## src/rtl/assert_macros.svh

```systemverilog
// assertion helpers
`ifndef ASSERT_MACROS_SVH
`define ASSERT_MACROS_SVH

// same-cycle implication
`define ASSERT_IMPLIES(label, clk, rst, ante, cons) \
   label: assert property (@(posedge clk) disable iff (rst) (ante) |-> (cons)) \
      else $error("assertion failed");

// next-cycle implication
`define ASSERT_NEXT(label, clk, rst, ante, cons) \
   label: assert property (@(posedge clk) disable iff (rst) (ante) |=> (cons)) \
      else $error("assertion failed");

`endif

```

## src/rtl/wshc_ram.sv

```systemverilog
module wshc_ram #(
   parameter int WIDTH = 64,
   parameter int DEPTH = 64
) (
   input  logic                     clock,
   input  logic                     we,
   input  logic [$clog2(DEPTH)-1:0] waddr,
   input  logic [WIDTH-1:0]         wdata,
   input  logic [$clog2(DEPTH)-1:0] raddr,
   output logic [WIDTH-1:0]         rdata
);

   logic [WIDTH-1:0] mem [DEPTH];
   logic [WIDTH-1:0] rdata_ff;

   always_ff @(posedge clock) begin
      if (we) begin
         mem[waddr] <= wdata;
      end
      rdata_ff <= mem[raddr];
   end

   assign rdata = rdata_ff;

endmodule

```

## config.mk

```make
export PLATFORM = sky130hd
export DESIGN_NAME = wshc_ram
export DESIGN_NICKNAME = d
export VERILOG_FILES = /design/src/rtl/assert_macros.svh /design/src/rtl/wshc_ram.sv
export SDC_FILE = /design/constraint.sdc
export NUM_CORES = 2
export LEC_CHECK = 0
export BUFFER_PORTS_ARGS = -buffer_cell sky130_fd_sc_hd__buf_4
export CORE_ASPECT_RATIO = 2
export CORE_UTILIZATION = 45
export DETAILED_ROUTE_END_ITERATION = 16
export GPL_ROUTABILITY_DRIVEN = 0
export HOLD_SLACK_MARGIN = 0.1
export MAX_ROUTING_LAYER = met4
export PLACE_DENSITY = 0.58
export SETUP_SLACK_MARGIN = 0.5
export SLEW_MARGIN = 5
export SYNTH_ARGS = -nofsm -noshare
export SYNTH_HDL_FRONTEND = slang
export SYNTH_SLANG_ARGS = --single-unit
```

## constraint.sdc

```tcl
create_clock -name clock -period 7.9 [get_ports clock]
set_clock_uncertainty 0.05 [all_clocks]
set_input_delay 0 -clock clock [delete_from_list [all_inputs] [get_ports clock]]
set_output_delay 0 -clock clock [all_outputs]
set_load 0.03 [all_outputs]
```

* Word-level counts from Yosys, hierarchy flattened
Memories as Yosys holds them, arrays and structs flattened. A register that Yosys moved wholly into a read port is not among the register bits. Index checks and enable logic that the tools add are counted.
Storage, ports and cells: input port bits 78, flip-flop bits (word level) 0, latch bits 0, bits in read-only memories 0, memory bits (writable) 4096, memories 1
Memories:
- mem | words 64, width 64, read ports 1, clocked after memory_dff 1, wr ports 1, RTL line wshc_ram.sv:13 | logic [WIDTH-1:0] mem [DEPTH];
Operators by class: equality and inequality tests 0, reduce and logical (&&, ||, !) cells 0, shift operators 0, $lt $le $gt $ge 0, bitwise operators 0, $mul 0, add/subtract/negate cells 0, divide/modulo/power cells 0, mux-type cells 2
Operators with widths (number):
- $mux 1 | 2

* Depth between registers and ports, before layout
word-level depth 2, depth in mapped cells 9, depth with buffers taken out 5

* Worst setup path after synthesis
Ideal clock, no wire load.
path kind input to register, start input waddr[3], end memory mem[48][0], enable pin, path buffers 1, cell stages on the path 4, setup slack 2414 ps, setup time 564 ps, data arrival time 4872 ps, data required time 7286 ps, path through clkbuf_1 > nor2b_1 > nand4b_1 > nor3_1
RTL lines:
- start, declared | RTL line wshc_ram.sv:7 | input logic [$clog2(DEPTH)-1:0] waddr,
- end, declared | RTL line wshc_ram.sv:13
Straight into the memory's write port.

==> results.json <==
{
  "status": "complete, no violations",
  "final_cell_area_sq_um": 177000,
  "seq_area_frac_synth_pct": 79.5,
  "grt_max_degree": 131,
  "setup.worst_path.start_class": "primary input",
  "leakagePower_nw": 54.6,
  "final_antenna_net_count": 0,
  "synth_top_area_share_pct": 78.7,
  "clk_latency_ps": 940,
  "antenna_found_initial": 36,
  "via_count": 75485,
  "ys_ff_latch": 4160,
  "cts_resized": 0,
  "cp_slowest_cell": "buf_4",
  "cts_buffer_depth": 4,
  "critPathMaxStageDelay_ps": 850,
  "die_height_um": 836,
  "drive_gt1_share_pct": 26.9,
  "root_buffer": "clkbuf_16",
  "hold_path_class": "primary input to flip-flop",
  "cts_tree": "built",
  "synth_area_sq_um": 156000,
  "rows": 305,
  "globalRouteMet1Util_pct": 32.6,
  "grt_pass1_wl_um": 642000,
  "area_growth_pct": 13.0,
  "drt_first_iter_violations": 8908,
  "grt_overflow": 0,
  "dpl_cell_area_sq_um": 164000,
  "crit_top_cell": "dlygate4sd3_1",
  "via_per_inst": 6.31,
  "initial_utilization_pct": 45.3,
  "drc_errors": 0,
  "tightestPinTransition_ps": 1200,
  "numCtsBuffers": 359,
  "crit_family": "buffers and inverters",
  "cts_setup_buffers": 0,
  "n_fill_cell": 26840,
  "multi_input_area_sq_um": 30800,
  "fin_crit_ps": 4290,
  "groute.usage.overall_pct": 27.6,
  "final_nets": 7140,
  "post_drt_wl_per_cell_um": 39.0,
  "relSlewSlack_pct": 19.6,
  "die_w_um": 419,
  "grt_pass1_vias": 77874,
  "crit_chain": "dlygate4sd3_1, buf_8, buf_4, buf_4, mux4_2, o22ai_1, o22ai_1, dlygate4sd3_1, and3_1, dlygate4sd3_1",
  "avgSynthCellArea_sq_um": 23.7,
  "timing.final.hold_violations": 0,
  "ys_types": 33,
  "synth_area_leader_cell": "edfxtp_1",
  "maxCapViolCount": 0,
  "io_pins": 142,
  "port_buffers": 141,
  "worst-path-buf-inv": 6,
  "final-seq-area_sq_um": 124000,
  "cp.arrival_ps": 5070,
  "final_util_pct": 51.1,
  "htreeDepth": 5,
  "ys_warn_count": 0,
  "power_density_nw_per_um2": 252,
  "worstSetupEndpointType": "flip-flop",
  "rsz0062_at_grt": "no",
  "dieArea_sq_um": 350000,
  "drtPass1Iterations": 6,
  "top_usage_layer": "met2",
  "place_ws_ps": 3850,
  "grt_use_met3_pct": 3.12,
  "ys_top_cells_by_area": "edfxtp_1 (79%), mux4_2 (15%), mux2i_1 (0.86%)",
  "cts.sinks": 4160,
  "worstPathRequired_ps": 8670,
  "clkTransAtPathRegs_ps": 70,
  "grtUsageMet2_pct": 48.6,
  "max_freq_mhz": 233,
  "wirelength_um": 467000,
  "dpl.hpwl_um": 254000,
  "worstPathMaxFanout": 70,
  "setup_viol_count_final": 0,
  "ir_drop_mv": 0.190,
  "coreArea_sq_um": 345000,
  "worst_slack_ps": 3610,
  "syn_inst": 6598,
  "drv_slew": 0,
  "setup_tns_ps": 0,
  "holdWs_ps": 161,
  "period_share_pct": 54.3,
  "worst-setup-path-type": "primary input to flip-flop",
  "syn_nets": 6676
}
-- final timing paths --
path | depth (start not counted) | start | to | slack (ps)
max reg2reg | 7 | mem[10][63]$_DFFE_PP_ | rdata[63]$_DFF_P_ | 4690
min reg2reg | 4 | mem[54][44]$_DFFE_PP_ | rdata[44]$_DFF_P_ | 780
min | 2 | wdata[20] | mem[48][20]$_DFFE_PP_ | 160
max | 10 | raddr[2] | rdata[63]$_DFF_P_ | 3610
-- layout by cell type, fill, tap and decap left out, drive strengths merged, types with 3 or more instances in the layout --
master,netlist,final
a211oi,63,63
a22o,88,88
a22oi,168,168
a2bb2oi,19,19
a31oi,18,18
a41oi,26,26
and2,3,3
and3,64,64
buf,230,357
bufinv,0,29
clkbuf,140,467
clkinv,0,132
clkinvlp,0,10
dfxtp,64,64
diode,0,13
dlygate4sd3,0,116
edfxtp,4096,4096
inv,19,34
mux2i,135,135
mux4,1024,1024
nand2,58,58
nand2b,11,11
nand3,45,45
nor2,112,112
nor2b,28,28
o221ai,38,38
o22ai,83,83
or2,28,28
or3,29,29
-- synth_stat cells --
| library cell | number |
|---|---|
| edfxtp_1 | 4096 |
| mux4_2 | 1024 |
| buf_2 | 170 |
| a22oi_1 | 168 |
| clkbuf_1 | 140 |
| mux2i_1 | 135 |
| nor2_1 | 112 |
| a22o_1 | 88 |
| o22ai_1 | 83 |
| and3_1 | 64 |
| dfxtp_1 | 64 |
| a211oi_1 | 63 |
| nand2_1 | 58 |
| nand3_1 | 45 |
| o221ai_1 | 38 |
| buf_4 | 34 |
| or3_1 | 29 |
| nor2b_1 | 28 |
| or2_2 | 28 |
| a41oi_1 | 26 |
| buf_1 | 20 |
| a2bb2oi_1 | 19 |
| inv_1 | 19 |
| a31oi_1 | 18 |
| nand2b_1 | 11 |
| buf_6 | 6 |
| and2_1 | 3 |
| nand3b_1 | 2 |
| nand4_1 | 2 |
| nor3_1 | 2 |
| a31o_1 | 1 |
| nand4b_1 | 1 |
| or3b_2 | 1 |
-- flip-flops by register name, indices dropped and copies added (netlist names) --
name and cells:
mem 4096, rdata 64
-- area by class of cell --
cell class / count / share of cell area, %
antenna: 13 / 0.0184
clock buffer: 467 / 5.47
clock inverter: 186 / 0.962
inverter: 19 / 0.0404
multi-input combinational: 2049 / 17.4
sequential: 4160 / 70.4
tap: 4605 / 3.26
timing repair buffer: 473 / 2.45
-- kinds of logic after synthesis --
kind of cell	count (synthesis)	share of synthesized area, %
compound gates	504	2.48
buf+inv	389	1.18
flops	4160	79.5
mux	1159	15.6
simple gates	386	1.24
-- per-stage QoR --
step / cells / power (mW)
floorplan: 6598 / 26.2
global placement: 11180 / 27.2
detailed placement: 11180 / 27.3
CTS: 11959 / 44.7
global route: 11968 / 45.5
finish: 11972 / 44.4
-- what timing repair did --
item,CTS,global route
endpoints found under the setup margin,0,0
hold buffers,126,0
hold endpoints to repair,4529,0
-- per-layer routing --
layer / part of all wire (%) / up-vias
li1: - / 29318
met1: 35 / 41880
met2: 54 / 3411
met3: 6.4 / 876
met4: 4.3 / 0
met5: 0 / -
-- where the power goes --
part / switching, mW / total [mW] / internal, mW / leakage, nW
sequential: 0.123 / 24.5 / 24.4 / 37.4
combinational: 1.45 / 2.28 / 0.837 / 11.6
clock: 8.00 / 17.6 / 9.60 / 5.54
(Power assumes the default switching activity.)
