==> src/rtl/assert_macros.svh <==
// assertion helpers
`ifndef ASSERT_MACROS_SVH
`define ASSERT_MACROS_SVH

// same-cycle implication
`define ASSERT_IMPLIES(label, clk, rst, ante, cons) \
   label: assert property (@(posedge clk) disable iff (rst) (ante) |-> (cons)) \
      else $error("assertion failed");

// next-cycle implication
`define ASSERT_NEXT(label, clk, rst, ante, cons) \
   label: assert property (@(posedge clk) disable iff (rst) (ante) |=> (cons)) \
      else $error("assertion failed");

`endif

==> src/rtl/wshc_pkg.sv <==
package wshc_pkg;

   localparam int REQ_W = 104;
   localparam int RSP_W = 392;

   localparam logic [1:0] OP_UPDATE = 2'd0;
   localparam logic [1:0] OP_CLEAR  = 2'd1;
   localparam logic [1:0] OP_READ   = 2'd2;
   localparam logic [1:0] OP_NOP    = 2'd3;

   localparam logic [2:0] CSR_RECORD_TYPE   = 3'd0;
   localparam logic [2:0] CSR_COLLECT_MEANS = 3'd1;
   localparam logic [2:0] CSR_COLLECT_HIST  = 3'd2;
   localparam logic [2:0] CSR_HIST_LOW      = 3'd3;
   localparam logic [2:0] CSR_HIST_HIGH     = 3'd4;
   localparam logic [2:0] CSR_BIN_SHIFT     = 3'd5;

   typedef struct packed {
      logic        start;
      logic [63:0] a;
      logic [63:0] b;
   } mul_req_type;

endpackage

==> src/rtl/wshc_mul.sv <==
module wshc_mul import wshc_pkg::*; (
   input  logic        clock,
   input  logic        reset,
   input  mul_req_type mul_req,
   output logic        mul_done,
   output logic [63:0] mul_prod
);

   logic [1:0]  step_ff;
   logic        busy_ff;
   logic        done_ff;
   logic [63:0] a_ff;
   logic [63:0] b_ff;
   logic [63:0] acc_ff;
   logic [31:0] x;
   logic [31:0] y;
   logic [63:0] prod;
   logic [63:0] acc_in;

   // low x low, then the two cross terms shifted up, all mod 2^64
   always_comb begin
      x      = (step_ff == 2'd2) ? a_ff[63:32] : a_ff[31:0];
      y      = (step_ff == 2'd1) ? b_ff[63:32] : b_ff[31:0];
      prod   = 64'(x) * 64'(y);
      acc_in = (step_ff == 2'd0) ? prod : acc_ff + {prod[31:0], 32'd0};
   end

   always_ff @(posedge clock) begin
      if (reset) begin
         step_ff <= 2'd0;
         busy_ff <= 1'b0;
         done_ff <= 1'b0;
      end else begin
         done_ff <= busy_ff && !mul_req.start && (step_ff == 2'd2);
         if (mul_req.start) begin
            a_ff    <= mul_req.a;
            b_ff    <= mul_req.b;
            busy_ff <= 1'b1;
            step_ff <= 2'd0;
         end else if (busy_ff) begin
            acc_ff <= acc_in;
            if (step_ff == 2'd2) begin
               busy_ff <= 1'b0;
            end else begin
               step_ff <= step_ff + 2'd1;
            end
         end
      end
   end

   assign mul_done = done_ff;
   assign mul_prod = acc_ff;

endmodule

==> config.mk <==
export PLATFORM = sky130hd
export DESIGN_NAME = wshc_mul
export DESIGN_NICKNAME = d
export VERILOG_FILES = /design/src/rtl/assert_macros.svh /design/src/rtl/wshc_pkg.sv /design/src/rtl/wshc_mul.sv
export SDC_FILE = /design/constraint.sdc
export NUM_CORES = 2
export LEC_CHECK = 0
export ABC_AREA = 1
export CAP_MARGIN = 10
export CORE_ASPECT_RATIO = 1.2
export CORE_UTILIZATION = 30
export CTS_CLUSTER_SIZE = 14
export DETAILED_ROUTE_END_ITERATION = 10
export DONT_BUFFER_PORTS = 1
export GPL_TIMING_DRIVEN = 0
export SLEW_MARGIN = 20
export SYNTH_ARGS = -nofsm -noshare
export SYNTH_HDL_FRONTEND = slang
export SYNTH_SLANG_ARGS = --single-unit
==> constraint.sdc <==
create_clock -name clock -period 11.25 [get_ports clock]
set_input_delay 2.8125 -clock clock [delete_from_list [all_inputs] [get_ports clock]]
set_output_delay 2.8125 -clock clock [all_outputs]
set_load 0.01 [all_outputs]
### After elaboration in Yosys (flattened, before gate mapping)

Cells that the tools add are included.

* bits in registers: 196
* output and inout port bits: 65
* logic and storage cells: 28

* add/subtract/negate cells: 2
* multipliers: 1
* equal/unequal tests: 2
* mux-type cells: 6
* bitwise logic cells: 3
* reduce and logical (&&, ||, !) cells: 8

Operators by type and width (number)
* $add 64x64->64: 1
* $mul 32x32->64: 1
* $mux 32: 2
* $mux 64: 1
* $reduce_and 2->1: 2
* $mux 1: 3
* $not 1->1: 3
* $reduce_and 3->1: 1
* $add 2x1->2 const B: 1
* $eq 2x1->1 const B: 1
* $eq 2x2->1 const B: 1
* $logic_and 1x1->1: 2
* $logic_not 2->1: 1
* $reduce_or 2->1: 1
* $logic_not 1->1: 1

### Logic depth before layout (Yosys ltp)

* depth after elaboration: 5
* depth in mapped cells: 46
* depth with buffers taken out: 43

### Worst setup path before layout

OpenSTA, ideal clock, no wires.

* path type: input-to-reg
* from: input mul_req[128] (netlist name)
* to: register a_ff[0] (enable)
* library setup time: 0.621 ns
* arrival: 8.236 ns
* required time: 10.629 ns
* slack: 2.393 ns
* stages on the path: 2
* buffers on the path: 0
* path through: inv_1 nor2_1

* cells in the longest elaborated chain, start to end: 1

RTL lines
* from (decl): RTL line wshc_mul.sv:4 `input mul_req_type mul_req,`
* $reduce_and 2->1 (no line)
* to (signal assigned): RTL line wshc_mul.sv:36 `a_ff <= mul_req.a;`
* to (decl): RTL line wshc_mul.sv:12 `logic [63:0] a_ff;`

No other way between the ends.
A chain may end at the register's enable or synchronous reset.

### Worst setup path in the final report

* from: register step_ff[0]
* to: register acc_ff[61] (netlist: mul_prod[61]) (data pin)

* cells in the longest elaborated chain, start to end: 5

RTL lines
* from (decl): RTL line wshc_mul.sv:9 `logic [1:0] step_ff;`
* from (signal assigned): RTL line wshc_mul.sv:45 `step_ff <= step_ff + 2'd1;`
* $eq 2x2->1 / $eq 2x1->1 (equally long branches): RTL line wshc_mul.sv:22, wshc_mul.sv:23
* $mux 32 (on tied branches): RTL line wshc_mul.sv:22, wshc_mul.sv:23
* $mul 32x32->64: RTL line wshc_mul.sv:24 `prod = 64'(x) * 64'(y);`
* $add 64x64->64: RTL line wshc_mul.sv:25 `acc_in = (step_ff == 2'd0) ? prod : acc_ff + {prod[31:0], 32'd0};`
* $mux 64 *: RTL line wshc_mul.sv:25
* named net acc_in[61]: RTL line wshc_mul.sv:18 `logic [63:0] acc_in;`
* to (signal assigned): RTL line wshc_mul.sv:41 `acc_ff <= acc_in;`
* to (decl): RTL line wshc_mul.sv:14 `logic [63:0] acc_ff;`

The timed path passes the listed nets; every way through them passes the cells marked *.

==> tab_implementation.tex <==
\begin{tabular}{lr}
\hline
Metric & Value \\
\hline
\multicolumn{2}{l}{\textbf{Floorplanning}} \\
\quad Starting Density & 30.36\% \\
\quad DIE WIDTH & 345.4 um \\
\quad Die Span Y & 414.1 um \\
\quad Core ar. & 139,800 um\^{}2 \\
\quad Total number of placement rows & 150 \\
\quad Ports placed on the boundary & 196 \\
\quad Total die area & 143,000 um\^{}2 \\
\multicolumn{2}{l}{\textbf{Clocking}} \\
\quad Clock transition at the registers of the reported paths & 80 ps \\
\quad Setup fix buffers added after clock tree synthesis & 0 \\
\quad Total clock buffers created by CTS & 17 \\
\quad Latest clock arrival within the worst-skew pair & 530 ps \\
\quad CTS Root Cell & sky130\_fd\_sc\_hd\_\_clkbuf\_16 \\
\quad Number of sinks on the clock net & 196 \\
\quad Clock tree from TritonCTS & yes \\
\quad Number of levels in the clock H-tree & 4 \\
\quad Longest Clk Path Bufs & 2 \\
\multicolumn{2}{l}{\textbf{Yosys}} \\
\quad Syn nets & 6,306 \\
\quad Synth top cells by count & 1,153 x sky130\_fd\_sc\_hd\_\_inv\_1, 1,076 x sky130\_fd\_sc\_hd\_\_nand2\_1, 897 x sky130\_fd\_sc\_hd\_\_fa\_1 \\
\quad Post-synth cell types & 44 \\
\quad Dominant cells by area after synthesis & sky130\_fd\_sc\_hd\_\_fa\_1 42\%, sky130\_fd\_sc\_hd\_\_edfxtp\_1 14\%, sky130\_fd\_sc\_hd\_\_inv\_1 10\% \\
\quad Synthesized flop and latch total & 196 \\
\quad Synthesized area & 42,460 um\^{}2 \\
\quad Synth warn & 0 \\
\quad Number of enable-type register cells in the synthesized netlist & 192 \\
\quad Share of the synthesized area in the top cell type & 42.30\% \\
\quad Fraction of the yosys area taken by sequential cells & 13.77\% \\
\quad Cell type with the highest aggregate area in the netlist & sky130\_fd\_sc\_hd\_\_fa\_1 \\
\quad Average instance area after synthesis & 8.527 um\^{}2 \\
\quad Number of instances in the synthesized netlist & 4,979 \\
\quad FFs w/ async S/R, synth & 0\% \\
\quad Top-count cell post-synth & sky130\_fd\_sc\_hd\_\_inv\_1 \\
\quad Post-synth top flop & sky130\_fd\_sc\_hd\_\_edfxtp\_1 \\
\multicolumn{2}{l}{\textbf{Worst setup path}} \\
\quad Data arrival time of the critical path & 11,120 ps \\
\quad Largest stage delay on the critical path & 800 ps \\
\quad Max Fanout on Critical Path & 10 \\
\quad Category of the critical setup timing path & reg2reg \\
\quad Worst endpoint required time & 11,530 ps \\
\quad Most Frequent Cell on Critical Path & sky130\_fd\_sc\_hd\_\_nand2\_1 \\
\quad Slowest stage cell, crit path & sky130\_fd\_sc\_hd\_\_o21ai\_1 \\
\quad Capturing element type of the critical path & register \\
\quad Crit start category & register \\
\multicolumn{2}{l}{\textbf{Global route}} \\
\quad Vias in the first global route & 35.59k \\
\quad Global-route wire length before repair & 234,300 um \\
\quad Congestion Overflow GR & 0 \\
\quad Number of antenna violations at the first check in global routing & 4 \\
\quad Maximum number of pins on one net before global-route repair & 31 \\
\quad Total track usage & 22.51\% \\
\multicolumn{2}{l}{\textbf{Cells and area}} \\
\quad Layout Utilization & 32.63\% \\
\quad Area growth from synthesis to layout & 7.465\% \\
\quad Layout Nets & 6,338 \\
\quad Fraction of final layout cells sized beyond drive strength 1 & 6.111\% \\
\quad Design Area, Final & 45,630 um\^{}2 \\
\quad Final Non-Filler Cells & 6,849 \\
\multicolumn{2}{l}{\textbf{STA}} \\
\quad Final max-slew violation count & 0 \\
\quad Final setup vio count & 0 \\
\quad Worst slew pin tran & 1171 ps \\
\quad Highest achievable clock rate & 0.09219 GHz \\
\quad Worst hold margin & 498.1 ps \\
\quad Share of the clock period used by the worst path & 96.42\% \\
\quad Final critical-path required period & 10,850 ps \\
\quad Clock skew after layout & 11.29 ps \\
\quad Worst rel slew slack & 21.91\% \\
\quad RSZ-0062 raised after global routing & no \\
\quad Final Hold Vio Count & 0 \\
\multicolumn{2}{l}{\textbf{Place}} \\
\quad Placer's final routability congestion estimate & 1.006 \\
\quad Inst Count DP & 6,817 \\
\quad Count of buffers from port buffering & 0 \\
\quad Sum of net half-perimeters after detailed placement & 138,200 um \\
\quad Total placed instance area & 44,970 um\^{}2 \\
\multicolumn{2}{l}{\textbf{Status}} \\
\quad Outcome & finished clean \\
\multicolumn{2}{l}{\textbf{Routing}} \\
\quad DRT Pass-1 Iters & 6 \\
\quad Number of remaining DRC errors & 0 \\
\quad Count of vias placed by the detailed router & 33.49k \\
\quad Wirelength, routed & 158,300 um \\
\quad Average wire per standard cell & 23.11 um \\
\quad Ratio of routed vias to standard cells & 4.890 \\
\quad Number of nets still failing antenna checks after routing & 0 \\
\quad DRC violation total after the first TritonRoute iteration & 2,699 \\
\multicolumn{2}{l}{\textbf{Worst hold path}} \\
\quad Worst hold path type & reg2reg \\
\multicolumn{2}{l}{\textbf{Flow run}} \\
\quad Number of violations of the max-capacitance limit & 0 \\
\hline
\end{tabular}
-- cell type report --
cell class | count | area (um^2)
buffer | 176 | 844.6
clock inverter | 15 | 203.9
tap | 1824 | 2282
sequential | 196 | 5846
clock buffer | 17 | 425.4
antenna | 1 | 2.502
inverter | 1192 | 4482
fill | 14690 | 94200
timing repair buffer | 14 | 195.2
multi-input combinational | 3414 | 31340
-- critical path, delay by kind of cell, from the launching register on --
kind	cells	cell delay, ps
fa+ha+maj	11	5200
simple gates	14	1920
buf+inv	9	1630
compound gates	3	990
xor+xnor	1	440
flops	1	370
-- sequential cells by signal, summed over array words and instances, names as in the netlist --
signal    cells
b_ff         64
busy_ff       1
step_ff       2
a_ff         64
mul_prod     64
mul_done      1
-- cell families after synthesis --
family / synth area share [%]
AO/OA/AOI/OAI: 4.536
XOR/XNOR: 0.7397
adder cells (fa/ha/maj): 51.11
buffers and inverters: 12.52
flip-flops: 13.77
AND/OR/NAND/NOR: 17.33
-- what timing repair did --
item | 4_1_cts | 5_1_grt
resized for setup | 0 | 13
endpoints found under the setup margin | 0 | 5
hold endpoints to repair | 0 | 0
hold buffers | 0 | 0
-- worst paths after layout --
kind,start,end,slack (ps),cells after the start
hold reg to reg,step_ff[0],step_ff[0],500,2
setup / recovery,step_ff[0],mul_prod[61],400,38
hold / removal,step_ff[0],step_ff[0],500,2
setup reg to reg,step_ff[0],mul_prod[61],400,38
-- layout by cell type, fill, tap and decap left out, drive strengths merged, types with 2 or more instances in the layout --
cell	synthesis	layout
a211oi	2	2
a21boi	9	9
a21o	9	9
a21oi	146	146
buf	122	135
clkbuf	55	72
clkinv	8	12
clkinvlp	0	3
dfxtp	4	4
edfxtp	192	192
fa	897	897
ha	299	299
inv	1184	1191
nand2	1096	1096
nand3	98	98
nand3b	12	12
nand4	12	12
nor2	578	578
nor3	22	22
nor4	3	3
o21a	6	6
o21ai	161	161
o21bai	10	10
or2	17	17
xnor2	7	7
xor2	28	28
-- through the flow --
step	setup TNS (ps)	setup WS (ps)
floorplan	0	2393
global placement	-65030	-549.7
detailed placement	0	366.1
CTS	0	305.5
global route	0	28.43
finish	0	402.5
-- layer usage --
layer	global-route usage [%]	vias to the layer above	routed length, um
met1	26.87	17060	60700
met3	4.813	352	12390
li1	-	14720	-
met4	13.62	2	10970
met5	0	-	13
met2	37.10	1355	74220
Power is not shown: default switching activity piles up to over one toggle a cycle in this logic, so the estimate is an artifact.
